--- config.mk ---
export PLATFORM = sky130hd
export DESIGN_NAME = indexed_queue_stack_buffer
export DESIGN_NICKNAME = d
export VERILOG_FILES = /design/src/rtl/iqsb_pkg.sv /design/src/rtl/iqsb_ram.sv /design/src/rtl/indexed_queue_stack_buffer.sv
export SDC_FILE = /design/constraint.sdc
export NUM_CORES = 2
export LEC_CHECK = 0
export ABC_CLOCK_PERIOD_IN_PS = 5450
export BUFFER_PORTS_ARGS = -buffer_cell sky130_fd_sc_hd__buf_4
export CELL_PAD_IN_SITES_DETAIL_PLACEMENT = 1
export CELL_PAD_IN_SITES_GLOBAL_PLACEMENT = 1
export CORE_ASPECT_RATIO = 1.75
export CORE_MARGIN = 3
export CORE_UTILIZATION = 52
export CTS_BUF_LIST = sky130_fd_sc_hd__clkbuf_8
export DETAILED_ROUTE_END_ITERATION = 7
export PLACE_DENSITY_LB_ADDON = 0.08
export SLEW_MARGIN = 30
export SYNTH_ARGS = -nofsm -noshare
export SYNTH_HDL_FRONTEND = slang
export SYNTH_HIERARCHICAL = 1
export SYNTH_SLANG_ARGS = --single-unit
--- constraint.sdc ---
create_clock -name clk_i -period 5.45 [get_ports clk_i]
set_clock_uncertainty 0.1 [all_clocks]
set_input_delay 0.545 -clock clk_i [delete_from_list [all_inputs] [get_ports clk_i]]
set_output_delay 0.545 -clock clk_i [all_outputs]
set_load 0.02 [all_outputs]
--- src/rtl/iqsb_pkg.sv ---
// Package for the indexed queue/stack buffer: operation and status codes,
// field widths and the default depth. No dependencies.
`timescale 1ns / 1ps

package iqsb_pkg;

  // Default number of stored words
  localparam int unsigned DEPTH_DEF = 64;

  // Field widths
  localparam int unsigned MODE_W  = 3;
  localparam int unsigned INDEX_W = 6;
  localparam int unsigned WORD_W  = 32;
  localparam int unsigned POS_W   = 6;
  localparam int unsigned STAT_W  = 2;
  localparam int unsigned FILL_W  = 7;
  localparam int unsigned TDATA_W = 48;

  // Operation codes
  localparam logic [MODE_W-1:0] MODE_APPEND    = 3'd0;
  localparam logic [MODE_W-1:0] MODE_READ      = 3'd1;
  localparam logic [MODE_W-1:0] MODE_WRITE     = 3'd2;
  localparam logic [MODE_W-1:0] MODE_SEARCH    = 3'd3;
  localparam logic [MODE_W-1:0] MODE_POP_FRONT = 3'd4;
  localparam logic [MODE_W-1:0] MODE_POP_BACK  = 3'd5;

  // Status codes
  localparam logic [STAT_W-1:0] ST_OK    = 2'd0;
  localparam logic [STAT_W-1:0] ST_RANGE = 2'd1;
  localparam logic [STAT_W-1:0] ST_EMPTY = 2'd2;
  localparam logic [STAT_W-1:0] ST_FULL  = 2'd3;

endpackage

--- src/rtl/iqsb_ram.sv ---
// Generic single-write, single-read RAM with registered read data.
// No dependencies.
`timescale 1ns / 1ps

module iqsb_ram #(
  parameter int unsigned WIDTH = 32,
  parameter int unsigned DEPTH = 64
) (
  input  logic                     clk_i,
  input  logic                     we_i,
  input  logic [$clog2(DEPTH)-1:0] waddr_i,
  input  logic [WIDTH-1:0]         wdata_i,
  input  logic [$clog2(DEPTH)-1:0] raddr_i,
  output logic [WIDTH-1:0]         rdata_o
);

  logic [WIDTH-1:0] mem_q [DEPTH];

  // Write port and registered read port
  always_ff @(posedge clk_i) begin
    if (we_i) begin
      mem_q[waddr_i] <= wdata_i;
    end
    rdata_o <= mem_q[raddr_i];
  end

endmodule

--- src/rtl/indexed_queue_stack_buffer.sv ---
// Indexed queue/stack buffer: an ordered store of up to DEPTH signed 32-bit words
// held in one RAM with a single read and a single write port, driven by a small
// sequencer. Append and write at an index, and any item that ends in an error,
// go from acceptance straight to the done state; read at an index and pop from
// the back first pass through a wait state for the registered RAM read. Search
// and pop from the front walk the stored words one RAM read per cycle (search
// stops at the first match), then let the last read in flight land; the front
// pop also moves each word down one place through the write port. Only one item
// is in work at a time; a finished result sits in an output register so the next
// item can be accepted while it waits. No clearing pass after reset.
// Depends on iqsb_pkg and iqsb_ram.
`timescale 1ns / 1ps

module indexed_queue_stack_buffer #(
  parameter int unsigned DEPTH = iqsb_pkg::DEPTH_DEF
) (
  input  logic                          clk_i,
  input  logic                          rst_ni,
  input  logic                          s_axis_tvalid,
  output logic                          s_axis_tready,
  // [2:0] mode, [8:3] index, [40:9] value, [47:41] zero
  input  logic [iqsb_pkg::TDATA_W-1:0]  s_axis_tdata,
  output logic                          m_axis_tvalid,
  input  logic                          m_axis_tready,
  // [31:0] data_out, [37:32] position, [38] found, [40:39] status,
  // [47:41] fill_count
  output logic [iqsb_pkg::TDATA_W-1:0]  m_axis_tdata
);

  localparam int unsigned AW = $clog2(DEPTH);
  localparam int unsigned CW = $clog2(DEPTH + 1);
  localparam int unsigned XW = (CW > iqsb_pkg::INDEX_W) ? CW : iqsb_pkg::INDEX_W;
  localparam int unsigned YW = (CW > iqsb_pkg::FILL_W) ? CW : iqsb_pkg::FILL_W;
  localparam int unsigned PW = (AW > iqsb_pkg::POS_W) ? AW : iqsb_pkg::POS_W;

  // Sequencer states
  localparam logic [1:0] S_IDLE = 2'd0;
  localparam logic [1:0] S_SCAN = 2'd1;
  localparam logic [1:0] S_WAIT = 2'd2;
  localparam logic [1:0] S_DONE = 2'd3;

  logic [1:0]                    state_q, state_d;
  logic [iqsb_pkg::MODE_W-1:0]   mode_q, mode_d;
  logic [iqsb_pkg::WORD_W-1:0]   val_q, val_d;
  logic [CW-1:0]                 count_q, count_d;
  logic [CW-1:0]                 scan_q, scan_d;
  logic                          pend_q, pend_d;
  logic [AW-1:0]                 pidx_q, pidx_d;
  logic [iqsb_pkg::WORD_W-1:0]   data_q, data_d;
  logic [AW-1:0]                 pos_q, pos_d;
  logic                          found_q, found_d;
  logic [iqsb_pkg::STAT_W-1:0]   status_q, status_d;
  logic [iqsb_pkg::TDATA_W-1:0]  out_q, out_d;
  logic                          ovalid_q, ovalid_d;

  logic                          mem_we;
  logic [AW-1:0]                 mem_waddr;
  logic [iqsb_pkg::WORD_W-1:0]   mem_wdata;
  logic [AW-1:0]                 mem_raddr;
  logic [iqsb_pkg::WORD_W-1:0]   mem_rdata;

  logic [iqsb_pkg::MODE_W-1:0]   in_mode;
  logic [iqsb_pkg::INDEX_W-1:0]  in_idx;
  logic [iqsb_pkg::WORD_W-1:0]   in_val;
  logic [XW-1:0]                 idx_x;
  logic [XW-1:0]                 cnt_x;
  logic                          idx_bad;
  logic                          is_full;
  logic                          is_empty;
  logic [CW-1:0]                 cnt_m1;
  logic                          word_eq;
  logic                          out_free;
  logic [YW-1:0]                 fill_x;
  logic [PW-1:0]                 pos_x;

  // Word store
  iqsb_ram #(
    .WIDTH (iqsb_pkg::WORD_W),
    .DEPTH (DEPTH)
  ) u_ram (
    .clk_i   (clk_i),
    .we_i    (mem_we),
    .waddr_i (mem_waddr),
    .wdata_i (mem_wdata),
    .raddr_i (mem_raddr),
    .rdata_o (mem_rdata)
  );

  // Input field unpacking and shared checks
  assign in_mode  = s_axis_tdata[2:0];
  assign in_idx   = s_axis_tdata[8:3];
  assign in_val   = s_axis_tdata[40:9];
  assign idx_x    = XW'(in_idx);
  assign cnt_x    = XW'(count_q);
  assign idx_bad  = idx_x >= cnt_x;
  assign is_full  = count_q == CW'(DEPTH);
  assign is_empty = count_q == '0;
  assign cnt_m1   = count_q - CW'(1);
  assign word_eq  = mem_rdata == val_q;
  assign out_free = !ovalid_q || m_axis_tready;
  assign fill_x   = YW'(count_q);
  assign pos_x    = PW'(pos_q);

  assign s_axis_tready = state_q == S_IDLE;
  assign m_axis_tvalid = ovalid_q;
  assign m_axis_tdata  = out_q;

  // Sequencer
  always_comb begin
    state_d   = state_q;
    mode_d    = mode_q;
    val_d     = val_q;
    count_d   = count_q;
    scan_d    = scan_q;
    pend_d    = pend_q;
    pidx_d    = pidx_q;
    data_d    = data_q;
    pos_d     = pos_q;
    found_d   = found_q;
    status_d  = status_q;
    out_d     = out_q;
    ovalid_d  = ovalid_q && !m_axis_tready;
    mem_we    = 1'b0;
    mem_waddr = count_q[AW-1:0];
    mem_wdata = val_q;
    mem_raddr = scan_q[AW-1:0];

    case (state_q)
      S_IDLE: begin
        if (s_axis_tvalid) begin
          mode_d   = in_mode;
          val_d    = in_val;
          data_d   = '0;
          pos_d    = '0;
          found_d  = 1'b0;
          status_d = iqsb_pkg::ST_OK;
          scan_d   = '0;
          pend_d   = 1'b0;
          state_d  = S_DONE;
          case (in_mode)
            iqsb_pkg::MODE_APPEND: begin
              if (is_full) begin
                status_d = iqsb_pkg::ST_FULL;
              end else begin
                mem_we    = 1'b1;
                mem_waddr = count_q[AW-1:0];
                mem_wdata = in_val;
                count_d   = count_q + CW'(1);
              end
            end
            iqsb_pkg::MODE_READ: begin
              if (idx_bad) begin
                status_d = iqsb_pkg::ST_RANGE;
              end else begin
                mem_raddr = idx_x[AW-1:0];
                state_d   = S_WAIT;
              end
            end
            iqsb_pkg::MODE_WRITE: begin
              if (idx_bad) begin
                status_d = iqsb_pkg::ST_RANGE;
              end else begin
                mem_we    = 1'b1;
                mem_waddr = idx_x[AW-1:0];
                mem_wdata = in_val;
              end
            end
            iqsb_pkg::MODE_SEARCH: begin
              state_d = S_SCAN;
            end
            iqsb_pkg::MODE_POP_FRONT: begin
              if (is_empty) begin
                status_d = iqsb_pkg::ST_EMPTY;
              end else begin
                state_d = S_SCAN;
              end
            end
            iqsb_pkg::MODE_POP_BACK: begin
              if (is_empty) begin
                status_d = iqsb_pkg::ST_EMPTY;
              end else begin
                count_d   = cnt_m1;
                mem_raddr = cnt_m1[AW-1:0];
                state_d   = S_WAIT;
              end
            end
            default: begin
              state_d = S_DONE;
            end
          endcase
        end
      end

      // One stored word per cycle: read issued now, handled next cycle
      S_SCAN: begin
        if (mode_q == iqsb_pkg::MODE_SEARCH && pend_q && word_eq) begin
          found_d = 1'b1;
          pos_d   = pidx_q;
          pend_d  = 1'b0;
          state_d = S_DONE;
        end else begin
          // front pop: keep the head word, move the rest down one place
          if (mode_q == iqsb_pkg::MODE_POP_FRONT && pend_q) begin
            if (pidx_q == '0) begin
              data_d = mem_rdata;
            end else begin
              mem_we    = 1'b1;
              mem_waddr = pidx_q - AW'(1);
              mem_wdata = mem_rdata;
            end
          end
          if (scan_q != count_q) begin
            mem_raddr = scan_q[AW-1:0];
            pend_d    = 1'b1;
            pidx_d    = scan_q[AW-1:0];
            scan_d    = scan_q + CW'(1);
          end else begin
            pend_d = 1'b0;
            if (!pend_q) begin
              state_d = S_DONE;
              if (mode_q == iqsb_pkg::MODE_POP_FRONT) begin
                count_d = cnt_m1;
              end
            end
          end
        end
      end

      // Single read lands
      S_WAIT: begin
        data_d  = mem_rdata;
        state_d = S_DONE;
      end

      // Hand the result to the output register once it is free
      S_DONE: begin
        if (out_free) begin
          out_d    = {fill_x[iqsb_pkg::FILL_W-1:0], status_q, found_q,
                      pos_x[iqsb_pkg::POS_W-1:0], data_q};
          ovalid_d = 1'b1;
          state_d  = S_IDLE;
        end
      end

      default: begin
        state_d = S_IDLE;
      end
    endcase
  end

  // Control registers
  always_ff @(posedge clk_i or negedge rst_ni) begin
    if (!rst_ni) begin
      state_q  <= S_IDLE;
      count_q  <= '0;
      pend_q   <= 1'b0;
      ovalid_q <= 1'b0;
    end else begin
      state_q  <= state_d;
      count_q  <= count_d;
      pend_q   <= pend_d;
      ovalid_q <= ovalid_d;
    end
  end

  // Payload registers
  always_ff @(posedge clk_i) begin
    mode_q   <= mode_d;
    val_q    <= val_d;
    scan_q   <= scan_d;
    pidx_q   <= pidx_d;
    data_q   <= data_d;
    pos_q    <= pos_d;
    found_q  <= found_d;
    status_q <= status_d;
    out_q    <= out_d;
  end

endmodule

==> metrics.csv <==
metric,value,unit
status,completed,
"flops & latches, synth",2228,
sequential area share after synthesis,76.6,%
Nets,4726,
Routed WL,233000,µm
CTS Sinks,2228,
"Critical Path, Cell by Cell","ha_1, nand2b_1, a211oi_1, o22ai_1, buf_4, nor3_1, a21oi_1, o21ai_4, buf_12, buf_4, nand2b_1, buf_4, o22ai_1, a211oi_1, a311o_1, a21oi_1",
Clock Latency Late Sink,900,ps
register share of total power,42.9,%
vias in the first global route,47700,
fin crit share,89.6,%
critical path class,reg -> reg,
Crit Path Max Fanout,18,
io pins,102,
post-DP HPWL,146000,µm
grt ovf,0,
Gate Count Post-Synth,4151,
Inserted Clock Buffers,321,
Port Buffers,94,
Max-Cap Viols,0,
CTS tree,yes,
TritonRoute pass-1 iters,5,
dpl ws,243,ps
Tot GR Track Use,27.3,%
Chip Width,315,µm
WL/cell,32.9,µm
Pleak,32.0,nW
Die Y-Extent,547,µm
worst setup margin,564,ps
"Buf+Inv Stages, Crit Path",4,
worst-case clock buffer depth,4,
synth unique cells,77,
yosys warns,6,
CP Data Arrival Time,5570,ps
FMAX,0.205,GHz
most frequent CP cell,buf_4,
synth cell count leaders,"edfxtp_1, mux4_2, mux2i_1",
Worst Hold Class,in -> reg,
async set or reset register ratio after synthesis,0.494,%
Final setup viols,0,
predominant post-synthesis flop cell,edfxtp_1,
FP Rows,197,
Yosys top cell by area,edfxtp_1,
Clk pwr share,22.4,%
gpl congestion,0.834,
ANT nets after route,0,
post-synth top area share,75.6,%
antenna violations before repair,2,
clock-pin slew on the worst setup and hold paths,60,ps
Sw Ratio,34.7,%
htree depth,5,
worst path required time,6130,ps
Gate power share,34.6,%
mean post-synth cell area,20.9,µm²
worst vdd ir,0.299,mV
worst-margin pin slew,888,ps
total negative slack,0,ps
core box area,0.165,mm²
synth top area cells,"edfxtp_1, mux4_2, mux2i_1",
worst hold stages,2,
PwrDens,564,mW/mm²
total number of vias,44100,
RSZ-0062 raised after global routing,no,
DRC violations left,0,
Crit. path cell count,16,
most common cell in the netlist,edfxtp_1,
post-layout minimum cycle time,4890,ps
"Net Count, Synth",4218,
Non-Filler Instances,7085,
Initial Util,52.5,%
R2R cell count,16,
clk root buf,clkbuf_8,
first-pass GRT wire length,336000,µm
Die ar.,0.172,mm²
Vias/cell,6.22,
Post-Syn Area,0.0868,mm²
largest net degree at the start of global routing,65,
CP max-delay cell,o21ai_4,
Post-CTS Setup Repair Bufs,0,
critical path startpoint category,flip-flop,
"Area growth, synth to finish",14.0,%
Setup crit end kind,flip-flop,
Placed Cells,6487,
Slew headroom,40.8,%
Final Hold Viols,0,
Psw,19.4,mW
Pint,36.5,mW
fin util,59.9,%
First DRT Iteration DRCs,4103,
"Slew Viols, Final",0,
CP max stage delay,570,ps
Top delay family on crit path,compound AO/OA/AOI/OAI gates,
"EDFF count, synth",2185,
share of layout cells above drive strength 1,28.2,%
-- repair_timing --
action / in CTS / in global routing
endpoints found under the hold margin: 52 / 0
hold buffers: 38 / 0
resized for setup: 0 / 0
-- worst reg2reg max path, cell delays in order (launching register included) --
cell and delay, ps:
dfrtp_1 420, ha_1 290, nand2b_1 140, a211oi_1 320
o22ai_1 130, buf_4 200, nor3_1 440, a21oi_1 210
o21ai_4 570, buf_12 300, buf_4 370, nand2b_1 180
buf_4 210, o22ai_1 150, a211oi_1 300, a311o_1 330
a21oi_1 100
-- sequential cells by signal (all words and copies together), names as in the netlist, 3 cells and up --
register / flops
val_q: 32
data_q: 32
pos_q: 6
scan_q: 7
pidx_q: 6
mode_q: 3
u_ram/mem_q: 2048
m_axis_tdata: 48
u_ram/rdata_o: 32
cnt_x: 7
-- power groups by stage --
stage	clock network [mW]	registers, mW	logic, mW
after floorplan	0	24.2	11.5
after global placement	0	24.3	18.9
after detailed placement	0	24.3	19.4
after CTS	12.8	24.0	19.5
after global routing	13.6	24.0	20.6
final	12.5	24.0	19.3
-- metrics by stage --
stage / hold slack, ps / instance area (µm²) / power (mW)
2_1_floorplan: 149 / 86900 / 35.8
3_3_place_gp: 299 / 92700 / 43.1
3_5_place_dp: 298 / 92700 / 43.8
4_1_cts: 61.6 / 99000 / 56.3
5_1_grt: 104 / 99000 / 58.2
6_report: 122 / 99000 / 55.8
-- kinds of logic after synthesis --
kind of cell | Yosys count | synth area share (%)
mux | 673 | 14.2
fa+ha+maj | 15 | 0.216
compound gates | 508 | 4.23
buf+inv | 263 | 1.85
xor+xnor | 57 | 0.575
simple gates | 407 | 2.33
flops | 2228 | 76.6
-- area by class of cell --
cell class              count  area, µm²
diodes                      2       5.00
fillers                 13900      66400
inverters                  21       78.8
clock buffers             332       4570
repair buffers            427       4410
clock inverters           226       1320
multi-input cells        1660      19400
well taps                2189       2740
flip-flops and latches   2228      66500
-- worst paths after layout --
kind                                          start                    endpoint  slack (ps)
min in group asynchronous                    rst_ni      state_q[0]$_DFFE_PN0P_         620
setup reg to reg               cnt_x[0]$_DFFE_PN0P_    u_ram/rdata_o[2]$_DFF_P_         560
setup / recovery               cnt_x[0]$_DFFE_PN0P_    u_ram/rdata_o[2]$_DFF_P_         560
hold reg to reg            data_q[26]$_SDFFCE_PN0P_  m_axis_tdata[26]$_DFFE_PP_         320
max in group asynchronous                    rst_ni        cnt_x[2]$_DFFE_PN0P_        4240
hold / removal                        s_axis_tvalid       status_q[1]$_DFFE_PP_         120
-- metal layers --
layer | track usage (%) | routed length (µm)
met2 | 50.3 | 128000
met1 | 33.1 | 85800
met4 | 9.11 | 7800
met3 | 3.65 | 11200
met5 | 0 | 0
-- layout by cell type, fill, tap and decap left out, types with 9 or more instances in the layout --
cell type / instances
a211o_1: 10
a211oi_1: 24
a21oi_1: 45
a221o_2: 31
a22o_1: 12
a22oi_1: 129
a311o_1: 12
a31oi_1: 25
and2_1: 41
and3_1: 9
buf_12: 89
buf_4: 300
bufinv_16: 13
clkbuf_8: 332
clkinv_1: 60
clkinv_2: 42
clkinvlp_4: 9
dfrtp_1: 11
dfxtp_1: 32
dlygate4sd3_1: 38
edfxtp_1: 2185
ha_1: 14
inv_1: 115
mux2i_1: 224
mux4_2: 446
nand2_1: 77
nand2b_1: 17
nand3_1: 56
nor2_1: 49
nor2_4: 66
nor2b_1: 15
nor3_1: 18
o211ai_1: 13
o21ai_0: 68
o21ai_1: 12
o221ai_1: 16
o22a_1: 15
o22ai_1: 44
xnor2_1: 21
xor2_1: 36
No activity file was read; power rests on OpenSTA's default activity.
